### config.mk
export PLATFORM = sky130hd
export DESIGN_NAME = window_aware_cache_evictor_top
export DESIGN_NICKNAME = d
export VERILOG_FILES = /design/src/rtl/wace_pkg.sv /design/src/rtl/wace_datapath.sv /design/src/rtl/wace_ctrl.sv /design/src/rtl/window_aware_cache_evictor_top.sv
export SDC_FILE = /design/constraint.sdc
export NUM_CORES = 2
export LEC_CHECK = 0
export BUFFER_PORTS_ARGS = -buffer_cell sky130_fd_sc_hd__buf_4
export CAP_MARGIN = 20
export CORE_ASPECT_RATIO = 1.25
export CORE_MARGIN = 10
export CORE_UTILIZATION = 60
export DETAILED_ROUTE_END_ITERATION = 6
export GPL_ROUTABILITY_DRIVEN = 0
export HOLD_SLACK_MARGIN = 0.12
export PLACE_DENSITY = 0.75
export SETUP_SLACK_MARGIN = 0.2
export SLEW_MARGIN = 15
export SYNTH_ARGS = -nofsm -noshare
export SYNTH_HDL_FRONTEND = slang
export SYNTH_SLANG_ARGS = --single-unit
export TNS_END_PERCENT = 50
### constraint.sdc
create_clock -name clk -period 10.1 [get_ports clk]
set_input_delay 2.02 -clock clk [delete_from_list [all_inputs] [get_ports clk]]
set_output_delay 2.02 -clock clk [all_outputs]
set_load 0.03 [all_outputs]
### src/rtl/wace_pkg.sv
// Package for the window-aware cache evictor: payload structs, register codes,
// controller/datapath command and status types. No dependencies.
package wace_pkg;

  localparam int TableDepth = 16;
  localparam int SlotBits   = $clog2(TableDepth);
  localparam int IndexBits  = 16;
  localparam int TotalBits  = 41;
  localparam int BudgetBits = 40;
  localparam int SizeBits   = 32;
  localparam int CfgBits    = 40;

  localparam logic [1:0] RegBudget = 2'd0;
  localparam logic [1:0] RegBefore = 2'd1;
  localparam logic [1:0] RegAfter  = 2'd2;
  localparam logic [1:0] RegCount  = 2'd3;

  localparam logic OpRequest  = 1'b0;
  localparam logic OpComplete = 1'b1;

  typedef struct packed {
    logic                 operation;
    logic [IndexBits-1:0] image_index;
    logic [SizeBits-1:0]  byte_count;
    logic [IndexBits-1:0] current_index;
    logic                 moving_forward;
  } in_item_t;

  typedef struct packed {
    logic                 hit;
    logic                 table_full;
    logic                 evicted;
    logic [IndexBits-1:0] evicted_index;
    logic [TotalBits-1:0] total_bytes;
    logic                 last;
  } out_item_t;

  typedef struct packed {
    logic load;       // capture input item
    logic lookup;     // scan step of lookup pass
    logic apply;      // apply request / completion
    logic scan_clr;   // start victim scan
    logic scan_step;  // remainder step or examine one entry
    logic evict;      // remove chosen victim
  } dp_cmd_t;

  typedef struct packed {
    logic scan_done;  // last entry examined
    logic over;       // total exceeds budget
    logic any_valid;  // victim found
    logic found;      // completion found its entry
    logic op;
  } dp_sts_t;

endpackage

### src/rtl/wace_datapath.sv
// Datapath of the evictor: entry table, running total, lookup scan (one entry
// per cycle) and victim scan. Depends on wace_pkg.
module wace_datapath (
  input  logic                            clk,
  input  logic                            rst_n,
  input  logic                            cfg_wr_en,
  input  logic [1:0]                      cfg_index,
  input  logic [wace_pkg::CfgBits-1:0]    cfg_data,
  input  wace_pkg::in_item_t              item,
  input  wace_pkg::dp_cmd_t               cmd,
  output wace_pkg::dp_sts_t               sts,
  output logic                            hit,
  output logic                            table_full,
  output logic [wace_pkg::IndexBits-1:0]  victim_index,
  output logic [wace_pkg::TotalBits-1:0]  total
);

  localparam int SB = wace_pkg::SlotBits;
  localparam int IB = wace_pkg::IndexBits;
  localparam int RB = $clog2(IB + 1);
  localparam int PB = $clog2(IB);

  logic [wace_pkg::BudgetBits-1:0] budget_r;
  logic [IB-1:0] before_r, after_r, count_r;

  logic [wace_pkg::TableDepth-1:0] valid_r;
  logic [IB-1:0] idx_mem [wace_pkg::TableDepth];
  logic [wace_pkg::SizeBits-1:0] bytes_mem [wace_pkg::TableDepth];
  logic [wace_pkg::TotalBits-1:0] total_r;

  wace_pkg::in_item_t item_r;
  logic [SB:0] ptr_r;
  logic [SB-1:0] slot_r, free_r, best_r, low_r;
  logic slot_ok_r, free_ok_r, best_ok_r, low_ok_r;
  logic [IB-1:0] best_dist_r;
  logic [IB-1:0] cur_mod_r, start_r, end_r;
  logic hit_r, full_r;

  logic [SB-1:0] p;
  logic [IB-1:0] e_idx, e_mod, d, best_idx, low_idx;
  logic in_win, better;

  // remainder by image_count: current, before, after, then each entry
  logic [IB-1:0] rem_r;
  logic [RB-1:0] rbit_r;
  logic reducing_r;
  logic [2:0] rphase_r;
  logic [IB-1:0] rsrc;
  logic [PB-1:0] rpos;
  logic [IB:0] rtrial;

  // reduce x mod n where x < 2n
  function automatic logic [IB-1:0] red2(input logic [IB:0] x, input logic [IB-1:0] n);
    logic [IB:0] t;
    t = x - {1'b0, n};
    red2 = (x >= {1'b0, n}) ? t[IB-1:0] : x[IB-1:0];
  endfunction

  assign p = ptr_r[SB-1:0];
  assign e_idx = idx_mem[p];
  assign best_idx = idx_mem[best_r];
  assign low_idx = idx_mem[low_r];

  assign e_mod = rem_r;
  always_comb begin
    if (count_r == '0) in_win = 1'b0;
    else if (start_r <= end_r) in_win = (e_idx >= start_r) && (e_idx <= end_r);
    else in_win = (e_idx >= start_r) || (e_idx <= end_r);
    if (count_r == '0) d = '0;
    else if (item_r.moving_forward)
      d = red2({1'b0, cur_mod_r} + {1'b0, count_r} - {1'b0, e_mod}, count_r);
    else
      d = red2({1'b0, e_mod} + {1'b0, count_r} - {1'b0, cur_mod_r}, count_r);
    better = !best_ok_r || (d > best_dist_r) || (d == best_dist_r && e_idx < best_idx);
  end

  // restoring remainder: one bit per cycle
  assign rpos = PB'(rbit_r - 1'b1);
  assign rtrial = {rem_r, rsrc[rpos]} - {1'b0, count_r};

  assign sts.scan_done = reducing_r ? 1'b0 :
                         (ptr_r == (SB+1)'(wace_pkg::TableDepth - 1));
  assign sts.over      = total_r > {1'b0, budget_r};
  assign sts.any_valid = best_ok_r || low_ok_r;
  assign sts.found     = slot_ok_r;
  assign sts.op        = item_r.operation;

  assign hit = hit_r;
  assign table_full = full_r;
  assign victim_index = best_ok_r ? best_idx : low_idx;
  assign total = total_r;

  // rsrc: value currently being reduced
  always_comb begin
    unique case (rphase_r)
      3'd0: rsrc = item_r.current_index;
      3'd1: rsrc = before_r;
      3'd2: rsrc = after_r;
      default: rsrc = e_idx;
    endcase
  end

  always_ff @(posedge clk) begin
    if (!rst_n) begin
      budget_r <= '0; before_r <= '0; after_r <= '0; count_r <= '0;
      valid_r <= '0; total_r <= '0;
      reducing_r <= 1'b0;
    end else begin
      if (cfg_wr_en) begin
        unique case (cfg_index)
          wace_pkg::RegBudget: budget_r <= cfg_data[wace_pkg::BudgetBits-1:0];
          wace_pkg::RegBefore: before_r <= cfg_data[IB-1:0];
          wace_pkg::RegAfter:  after_r  <= cfg_data[IB-1:0];
          wace_pkg::RegCount:  count_r  <= cfg_data[IB-1:0];
        endcase
      end
      if (cmd.load) begin
        item_r <= item;
        ptr_r <= '0;
        slot_ok_r <= 1'b0; free_ok_r <= 1'b0;
        hit_r <= 1'b0; full_r <= 1'b0;
      end
      if (cmd.lookup) begin
        if (valid_r[p]) begin
          if (!slot_ok_r && e_idx == item_r.image_index) begin
            slot_ok_r <= 1'b1; slot_r <= p;
          end
        end else if (!free_ok_r) begin
          free_ok_r <= 1'b1; free_r <= p;
        end
        ptr_r <= (ptr_r == (SB+1)'(wace_pkg::TableDepth - 1)) ? ptr_r : ptr_r + 1'b1;
      end
      if (cmd.apply) begin
        if (item_r.operation == wace_pkg::OpRequest) begin
          if (slot_ok_r) hit_r <= 1'b1;
          else if (!free_ok_r) full_r <= 1'b1;
          else begin
            valid_r[free_r] <= 1'b1;
            idx_mem[free_r] <= item_r.image_index;
            bytes_mem[free_r] <= '0;
          end
        end else if (slot_ok_r) begin
          total_r <= total_r - {9'd0, bytes_mem[slot_r]} + {9'd0, item_r.byte_count};
          bytes_mem[slot_r] <= item_r.byte_count;
        end
      end
      if (cmd.scan_clr) begin
        ptr_r <= '0;
        best_ok_r <= 1'b0; low_ok_r <= 1'b0; best_dist_r <= '0;
        // reduce current, before, after, then entries
        reducing_r <= 1'b1; rphase_r <= 3'd0;
        rem_r <= '0; rbit_r <= RB'(IB);
      end
      if (cmd.scan_step) begin
        if (reducing_r) begin
          if (count_r == '0 || rbit_r == '0) begin
            unique case (rphase_r)
              3'd0: cur_mod_r <= rem_r;
              3'd1: start_r <= red2({1'b0, cur_mod_r} + {1'b0, count_r} - {1'b0, rem_r}, count_r);
              3'd2: end_r <= red2({1'b0, cur_mod_r} + {1'b0, rem_r}, count_r);
              default: ;
            endcase
            reducing_r <= (rphase_r != 3'd3);
            if (rphase_r != 3'd3) begin
              rphase_r <= rphase_r + 3'd1;
              rem_r <= '0; rbit_r <= RB'(IB);
            end
          end else begin
            rem_r <= rtrial[IB] ? {rem_r[IB-2:0], rsrc[rpos]} : rtrial[IB-1:0];
            rbit_r <= rbit_r - 1'b1;
          end
        end else begin
          if (valid_r[p]) begin
            if (!low_ok_r || e_idx < low_idx) begin
              low_ok_r <= 1'b1; low_r <= p;
            end
            if (!in_win && better) begin
              best_ok_r <= 1'b1; best_r <= p; best_dist_r <= d;
            end
          end
          if (ptr_r != (SB+1)'(wace_pkg::TableDepth - 1)) begin
            ptr_r <= ptr_r + 1'b1;
            reducing_r <= 1'b1; rem_r <= '0; rbit_r <= RB'(IB);
          end
        end
      end
      if (cmd.evict) begin
        valid_r[best_ok_r ? best_r : low_r] <= 1'b0;
        total_r <= total_r - {9'd0, bytes_mem[best_ok_r ? best_r : low_r]};
      end
    end
  end

endmodule

### src/rtl/wace_ctrl.sv
// Controller of the evictor: sequences lookup, apply, victim scans and result
// delivery. Depends on wace_pkg.
module wace_ctrl (
  input  logic               clk,
  input  logic               rst_n,
  input  logic               in_valid,
  output logic               in_stall,
  output logic               out_valid,
  input  logic               out_stall,
  input  wace_pkg::dp_sts_t  sts,
  output wace_pkg::dp_cmd_t  cmd,
  output logic               res_evicted,
  output logic               res_last
);

  typedef enum logic [6:0] {
    S_IDLE   = 7'b0000001,
    S_LOOK   = 7'b0000010,
    S_APPLY  = 7'b0000100,
    S_FIRST  = 7'b0001000,
    S_SCAN   = 7'b0010000,
    S_EVICT  = 7'b0100000,
    S_EVOUT  = 7'b1000000
  } state_t;

  state_t state_r, state_nxt;
  logic [wace_pkg::SlotBits:0] look_r, look_nxt;
  logic [wace_pkg::SlotBits:0] ev_r, ev_nxt;

  always_comb begin
    state_nxt = state_r;
    look_nxt = look_r;
    ev_nxt = ev_r;
    cmd = '0;
    in_stall = 1'b1;
    out_valid = 1'b0;
    res_evicted = 1'b0;
    res_last = 1'b0;
    unique case (state_r)
      S_IDLE: begin
        in_stall = 1'b0;
        if (in_valid) begin
          cmd.load = 1'b1; look_nxt = '0; state_nxt = S_LOOK;
        end
      end
      S_LOOK: begin
        cmd.lookup = 1'b1;
        look_nxt = look_r + 1'b1;
        if (look_r == (wace_pkg::SlotBits+1)'(wace_pkg::TableDepth - 1)) state_nxt = S_APPLY;
      end
      S_APPLY: begin
        cmd.apply = 1'b1; state_nxt = S_FIRST;
      end
      S_FIRST: begin
        out_valid = 1'b1;
        res_last = !(sts.op && sts.found && sts.over);
        if (!out_stall) begin
          ev_nxt = '0;
          if (res_last) state_nxt = S_IDLE;
          else begin
            cmd.scan_clr = 1'b1; state_nxt = S_SCAN;
          end
        end
      end
      S_SCAN: begin
        cmd.scan_step = 1'b1;
        if (sts.scan_done) state_nxt = S_EVICT;
      end
      S_EVICT: begin
        if (!sts.any_valid) state_nxt = S_IDLE;
        else begin
          cmd.evict = 1'b1; ev_nxt = ev_r + 1'b1; state_nxt = S_EVOUT;
        end
      end
      default: begin
        out_valid = 1'b1;
        res_evicted = 1'b1;
        res_last = !sts.over || ev_r == (wace_pkg::SlotBits+1)'(wace_pkg::TableDepth);
        if (!out_stall) begin
          if (res_last) state_nxt = S_IDLE;
          else begin
            cmd.scan_clr = 1'b1; state_nxt = S_SCAN;
          end
        end
      end
    endcase
  end

  always_ff @(posedge clk) begin
    if (!rst_n) begin
      state_r <= S_IDLE; look_r <= '0; ev_r <= '0;
    end else begin
      state_r <= state_nxt; look_r <= look_nxt; ev_r <= ev_nxt;
    end
  end

endmodule

### src/rtl/window_aware_cache_evictor_top.sv
// Usage: in_* takes one item (request or completion); out_* returns one result
// for the operation, then one per eviction, the final one flagged last.
// Lookup walks the 16 entries one per cycle, then apply; the first result is
// shown after apply, and an item with no eviction keeps in_stall high until
// that result is taken.
// Each eviction rescans the table. Every value is reduced mod image_count by a
// 16-step restoring remainder: the current index, before and after for the
// window bounds, then each entry before it is examined; the remainder steps
// are skipped when image_count is 0. Each scan starts once the previous
// result is taken. Up to 16 evictions per item, counted by the controller.
// One item at a time: in_stall stays high until the last result is taken.
// A result holds steady while out_stall is high; the block waits for it.
// Reset (rst_n low, synchronous) empties the table, clears the total and the
// configuration. Write configuration only while idle via cfg_wr_en/cfg_index.
// Depends on wace_pkg, wace_ctrl, wace_datapath.
module window_aware_cache_evictor_top (
  input  logic                         clk,
  input  logic                         rst_n,
  input  logic                         cfg_wr_en,
  input  logic [1:0]                   cfg_index,
  input  logic [wace_pkg::CfgBits-1:0] cfg_data,
  input  logic                         in_valid,
  output logic                         in_stall,
  input  wace_pkg::in_item_t           in_item,
  output logic                         out_valid,
  input  logic                         out_stall,
  output wace_pkg::out_item_t          out_item
);

  wace_pkg::dp_cmd_t cmd;
  wace_pkg::dp_sts_t sts;
  logic hit, full, res_ev, res_last;
  logic [wace_pkg::IndexBits-1:0] vidx;
  logic [wace_pkg::TotalBits-1:0] total;

  wace_ctrl u_ctrl (
    .clk, .rst_n, .in_valid, .in_stall, .out_valid, .out_stall,
    .sts, .cmd, .res_evicted(res_ev), .res_last
  );

  wace_datapath u_dp (
    .clk, .rst_n, .cfg_wr_en, .cfg_index, .cfg_data,
    .item(in_item), .cmd, .sts,
    .hit, .table_full(full), .victim_index(vidx), .total
  );

  // evicted result is shown after the evict write; keep victim index latched
  logic [wace_pkg::IndexBits-1:0] ev_idx_r;
  always_ff @(posedge clk) begin
    if (cmd.evict) ev_idx_r <= vidx;
  end

  always_comb begin
    out_item.hit           = res_ev ? 1'b0 : hit;
    out_item.table_full    = res_ev ? 1'b0 : full;
    out_item.evicted       = res_ev;
    out_item.evicted_index = res_ev ? ev_idx_r : '0;
    out_item.total_bytes   = total;
    out_item.last          = res_last;
  end

endmodule

# == After elaboration in Yosys (flattened, before gate mapping) ==
# Memories as Yosys holds them, arrays and structs flattened. A register that Yosys moved wholly into a read port is not among the register bits.
# Cells that the tools add are included.
# word_totals
ff_bits,360
latchBits,0
word_cells,290
mem_bits_rw,768
memories,2
input_bits,113
output_inout_bits,63
mem_bits_ro,0
# memory_table
name,depth,word_bits,read_ports,rd_clocked_by_memory_dff,write_ports,line,text
u_dp.bytes_mem,16,32,2,1,1,wace_datapath.sv:28,logic [wace_pkg::SizeBits-1:0] bytes_mem [wace_pkg::TableDepth];
u_dp.idx_mem,16,16,3,3,1,wace_datapath.sv:27,logic [IB-1:0] idx_mem [wace_pkg::TableDepth];
# op_classes
shift,0
div,0
bitwise_logic,6
n_mux,142
n_eq_ne,24
multipliers,0
add_sub_neg,17
reduce_logical,49
magnitude_cmp,16
# op_table
op,n
$mux 16,25
$mux 41,4
$mux 5,18
$sub 41x32->41,2
$mux 1,67
$add 16x16->17,3
$ge 17x16->1,3
$sub 17x16->17,3
$pmux 16 s3,1
$sub 16x16->16,3
$mux 7,6
$pmux 7 s6,1
$add 41x32->41,1
$gt 41x40->1,1
$eq 16x16->1,2
$le 16x16->1,2
$lt 16x16->1,2
$mux 32,1
$reduce_or 32->1,1
$reduce_and 5->1,6
$mux 4,6
$lt 4x5->1 const B,4
$pmux 5 s2,2
$and 16x16->16,1
other kinds (43),89

# == Longest topological paths before layout ==
# logic_depth
word_depth,14
mapped_depth,39
mapped_depth_nobuf,35

# == By module ==
# A second synthesis with hierarchy kept.
# unflattened
cells_unflattened,5280
hier_area_um2,67153.2
# by_module_without_submodules
mod,n_inst,seq_area_each_um2,area_each_um2,cells_per_inst
wace_datapath,1,31740.4,65460.3,5113
wace_ctrl,1,340.3,1053.5,130
window_aware_cache_evictor_top,1,480.5,639.4,37

# == Worst setup path before layout ==
# OpenSTA, ideal clock, no wires.
# synth_path
path_type,register to register
startpoint,"register u_dp.rem_r[2], in the netlist u_dp.e_mod[2]"
endpoint,register u_dp.best_dist_r[10] (data pin)
period_less_slack_ns,7.079
path_stages_with_launch,35
path_buffers,3
t_arrival_ns,6.819
setup_time_ns,0.260
setup_slack_ns,3.021
cell_sequence,edfxtp_1 inv_1 fa_1 inv_1 ha_1 o21ai_0 o21a_1 nor3_1 nor2_1 o21bai_1 a21oi_1 xnor2_1 ha_1 nand3_1 nand2_1 a21o_1 a21o_1 or3_4 a221o_1 a21oi_4 buf_6 mux2i_1 o22ai_1 ha_1 nor2b_1 o21ai_0 o31ai_1 a2111oi_0 o21ai_0 o21ai_0 nor2_1 o2111ai_1 buf_2 buf_6 mux2_2
# synth_between
elab_chain_cells,14
elab_cells_between_ends,21
classes_between,add/sub: 5; order compare: 3; eq/ne: 1; mux: 8; reduce/logical: 4
# synth_lines
element,line,text
"start, declared",wace_datapath.sv:44,logic [IB-1:0] rem_r;
"start signal, assigned",wace_datapath.sv:169,"rem_r <= rtrial[IB] ? {rem_r[IB-2:0], rsrc[rpos]} : rtrial[IB-1:0];"
$add 16x16->17,wace_datapath.sv:73,"d = red2({1'b0, e_mod} + {1'b0, count_r} - {1'b0, cur_mod_r}, count_r);"
$sub 17x16->17,wace_datapath.sv:73,
$sub 16x16->16 / $ge 17x16->1 (equally long branches),"wace_datapath.sv:55, wace_datapath.sv:56",
$mux 16,wace_datapath.sv:56,"red2 = (x >= {1'b0, n}) ? t[IB-1:0] : x[IB-1:0];"
$mux 16 *,wace_datapath.sv:70,else if (item_r.moving_forward)
$mux 16 *,wace_datapath.sv:69,if (count_r == '0) d = '0;
$gt 16x16->1 / $eq 16x16->1 (equally long branches),wace_datapath.sv:74,better = !best_ok_r || (d > best_dist_r) || (d == best_dist_r && e_idx < best_idx);
$logic_or 1x1->1 / $logic_and 1x1->1 (equally long branches),wace_datapath.sv:74,
$logic_or 1x1->1,wace_datapath.sv:74,
$logic_and 1x1->1,wace_datapath.sv:177,if (!in_win && better) begin
$mux 16 *,wace_datapath.sv:177,
$mux 16 *,wace_datapath.sv:173,if (valid_r[p]) begin
$mux 16 *,wace_datapath.sv:155,if (reducing_r) begin
$mux 16 *,wace_datapath.sv:154,if (cmd.scan_step) begin
"end signal, assigned",wace_datapath.sv:149,best_ok_r <= 1'b0; low_ok_r <= 1'b0; best_dist_r <= '0;
"end signal, assigned",wace_datapath.sv:178,best_ok_r <= 1'b1; best_r <= p; best_dist_r <= d;
"end, declared",wace_datapath.sv:35,logic [IB-1:0] best_dist_r;
# Every way passes the cells marked *; elsewhere a longest branch is shown, timed or not.
# A chain may end at the register's enable or synchronous reset.

==> impl_metrics.csv <==
group,metric,value,unit
setup_path,path_class,"flip-flop to flip-flop",
floorplan,die_h,393,µm
setup_path,worstPathRequired,10.72,ns
cells_and_area,syn_to_final_growth,10.4,%
synth,yosys_warnings,0,
cells_and_area,fin_util,67.0,%
setup_path,worstPathArrival,9.26,ns
floorplan,dieArea,125000,µm²
route,drt_iter0_drc,5331,
cells_and_area,drive_above_1_share,20.7,%
sta,rsz0062_at_grt,"no",
synth,synthFlopType,"edfxtp_1",
setup_path,critPathMaxFanout,28,
floorplan,start_util,60.7,%
synth,synth_top_area_share,43.3,%
clocking,worst_skew_pair.late_latency,0.76,ns
outcome,status,"complete, no violations",
grt,grt_pass1_wl,289,mm
cells_and_area,fillers,7843,
sta,period_share,85.6,%
setup_path,cp-start-kind,"flip-flop",
setup_path,startpoint,"u_dp.e_mod[2]$_DFFE_PP_",
job,drv_cap,0,
clocking,cts_buffers,111,
sta,fin_crit,8.64,ns
sta,setup_ws,1.46,ns
grt,antenna_found_initial,10,
synth,synth_fa_ha_area_share,8.64,%
setup_path,cp_slowest_cell,"fa_1",
floorplan,core-area,110000,µm²
route,wl_per_cell,28.3,µm
power,p_switching,4.11,mW
route,finalWirelength,195,mm
synth,synth_top_area_cell,"edfxtp_1",
route,final_antenna_net_count,0,
synth,synth_common_cells,"edfxtp_1 (965), nand2_1 (529), mux4_2 (526), inv_1 (424), ha_1 (350)",
synth,synth-compound-area-share,9.04,%
setup_path,critPathMaxStageDelay,0.71,ns
min_path,hold_path.class,"flip-flop to flip-flop",
grt,grt_max_degree,78,
clocking,clock-sinks,1144,
grt,track_usage,30.6,%
setup_path,timing.critical_path.buf_inv,2,
route,vias,46600,
synth,async_flop_share,0,%
sta,slew_viol_final,0,
placement,placed_area,69900,µm²
clocking,clk_pin_slew,0.07,ns
setup_path,reg2reg_from,"u_dp.e_mod[2]$_DFFE_PP_",
sta,hold_viol,0,
synth,yosysMostFrequentCell,"edfxtp_1",
power,clock_power_share,33.8,%
floorplan,io-pin-count,176,
power,p_sw_share,30.9,%
power,ir_drop,0.186,mV
synth,synth_area_leaders,"edfxtp_1 (43%), mux4_2 (18%), ha_1 (6.5%)",
placement,portBuffers,175,
route,viasPerCell,6.78,
min_path,worstHoldStart,"u_dp.after_r[5]$_SDFFE_PN0P_",
sta,setup_violations,0,
synth,syn_avg_cell_area,12.8,µm²
power,intPower,9.18,mW
setup_path,reg2reg_slack,1.46,ns
sta,fmax,116,MHz
synth,ys_ff_latch,1144,
setup_path,cp-end-kind,"flip-flop",
cells_and_area,nets,5858,
floorplan,dieWidth,319,µm
clocking,htreeDepth,3,
synth,synthDistinctLibCells,88,
clocking,cts_setup_buffers,0,
sta,setup_tns,0,ns
grt,overflow,0,
sta,finalClockSkew,0.0368,ns
clocking,root_buffer,"clkbuf_16",
power,p_leak,28.4,nW
clocking,cts_tree,"built",
synth,synth_seq_area_share,48.7,%
sta,worstMarginPinSlew,1.13,ns
power,total_power,13.3,mW
synth,synth_cells,5212,
power,p_comb_share,25.4,%
cells_and_area,finalInstanceArea,73800,µm²
placement,dp_hpwl,128,mm
synth,synthSimpleGateAreaFrac,8.16,%
synth,synth_top_family_by_area,"multiplexers",
setup_path,crit_cells,33,
synth,synth-edff-count,965,
synth,syn_area,66900,µm²
floorplan,rows,136,
synth,synth-xor-area-share,2.34,%
sta,hold_slack,0.457,ns
min_path,min_path_cells,2,
cells_and_area,regArea,32600,µm²
power,power_density,180,nW/µm²
synth,synthMuxAreaShare,19.2,%
route,drtPass1Iterations,6,
synth,synth_nets,5745,
cells_and_area,multi_input_area,31900,µm²
cells_and_area,fin_cells,6874,
route,drc,0,
clocking,cts_resized,0,
sta,slew_headroom,24.5,%
clocking,clock_path_buffers,3,
power,power_frac_seq,40.7,%
placement,pre_cts_ws,1.61,ns
setup_path,critPathTopFamily,"compound AO/OA/AOI/OAI gates",
grt,grt_pass1_vias,46600,
clocking,hold_buffers,0,
placement,dpl.cell_count,6660,
setup_path,r2r_cells,33,
-- layout by cell type (no fill, tap or decap), types with 48 or more instances in the layout --
| cell | Yosys | layout |
|---|---|---|
| a211oi_1 | 48 | 48 |
| fa_1 | 70 | 70 |
| nor3_1 | 54 | 54 |
| nor2b_1 | 48 | 48 |
| nand2_1 | 529 | 528 |
| dfxtp_1 | 179 | 167 |
| inv_1 | 424 | 422 |
| buf_4 | 7 | 258 |
| a21oi_1 | 311 | 311 |
| nor2_1 | 288 | 252 |
| mux4_2 | 526 | 526 |
| edfxtp_1 | 965 | 965 |
| a21o_1 | 105 | 105 |
| xnor2_1 | 123 | 122 |
| mux2_2 | 52 | 50 |
| clkbuf_16 | 0 | 118 |
| nand3_1 | 94 | 94 |
| o21ai_0 | 202 | 202 |
| xor2_1 | 56 | 56 |
| ha_1 | 350 | 350 |
-- layer usage --
layer	global-route usage [%]	part of all wire, %
met1	36.9	35
met2	51.0	49
met4	18.1	6.3
met3	6.02	10
met5	0	0.035
-- cell type report --
cell class                 instances  share of cell area [%]
clock buffer                     136                    4.13
multi-input combinational       3384                    43.3
tap                             1449                    2.46
timing repair buffer             260                    2.68
clock inverter                    75                    1.19
sequential                      1144                    44.1
inverter                         424                    2.16
antenna                            2                 0.00678
-- cells by family (layout without fill, tap and decap cells) --
family / after synthesis / after routing
AOI/OAI and AO/OA: 954 / 954
buffers and inverters: 684 / 895
muxes: 614 / 614
adders and majority gates: 420 / 420
DFF: 1144 / 1144
other: 0 / 2
and+or+nand+nor: 1217 / 1217
xor gates and xnor gates: 179 / 179
-- worst reg2reg max path, delay by kind of cell (launching register included) --
family	cells	cell delay, ns
buffers and inverters	2	0.22
muxes	2	0.58
adders and majority gates	4	1.65
DFF	1	0.48
xor gates and xnor gates	1	0.24
AOI/OAI and AO/OA	14	3.51
and+or+nand+nor	10	1.84
-- worst min path at each step --
stage | end | slack [ns]
after floorplan | u_ctrl.look_r[3]$_SDFFE_PN0P_ | 0.42
after detailed placement | u_dp.after_r[5]$_SDFFE_PN0P_ | 0.45
after global routing | u_dp.before_r[13]$_SDFFE_PN0P_ | 0.47
after global placement | u_dp.after_r[15]$_SDFFE_PN0P_ | 0.44
after CTS | u_dp.after_r[5]$_SDFFE_PN0P_ | 0.46
final | u_dp.after_r[5]$_SDFFE_PN0P_ | 0.46
-- power groups by stage --
| stage | sequential (mW) | combinational, mW | clock, mW |
|---|---|---|---|
| floorplan | 5.40 | 2.38 | 0 |
| global placement | 5.51 | 3.23 | 0 |
| detailed placement | 5.51 | 3.30 | 0 |
| CTS | 5.41 | 3.33 | 4.53 |
| global route | 5.43 | 3.65 | 4.71 |
| finish | 5.41 | 3.38 | 4.50 |
-- registers in the layout, indices dropped and copies added (netlist names), 40 cells and up, named ones only --
| register | flops |
|---|---|
| u_dp.budget_r | 40 |
| u_dp.item_r | 65 |
| u_dp.bytes_mem | 512 |
| u_dp.total | 41 |
| u_dp.idx_mem | 256 |
No activity file was read; power rests on OpenSTA's default activity.
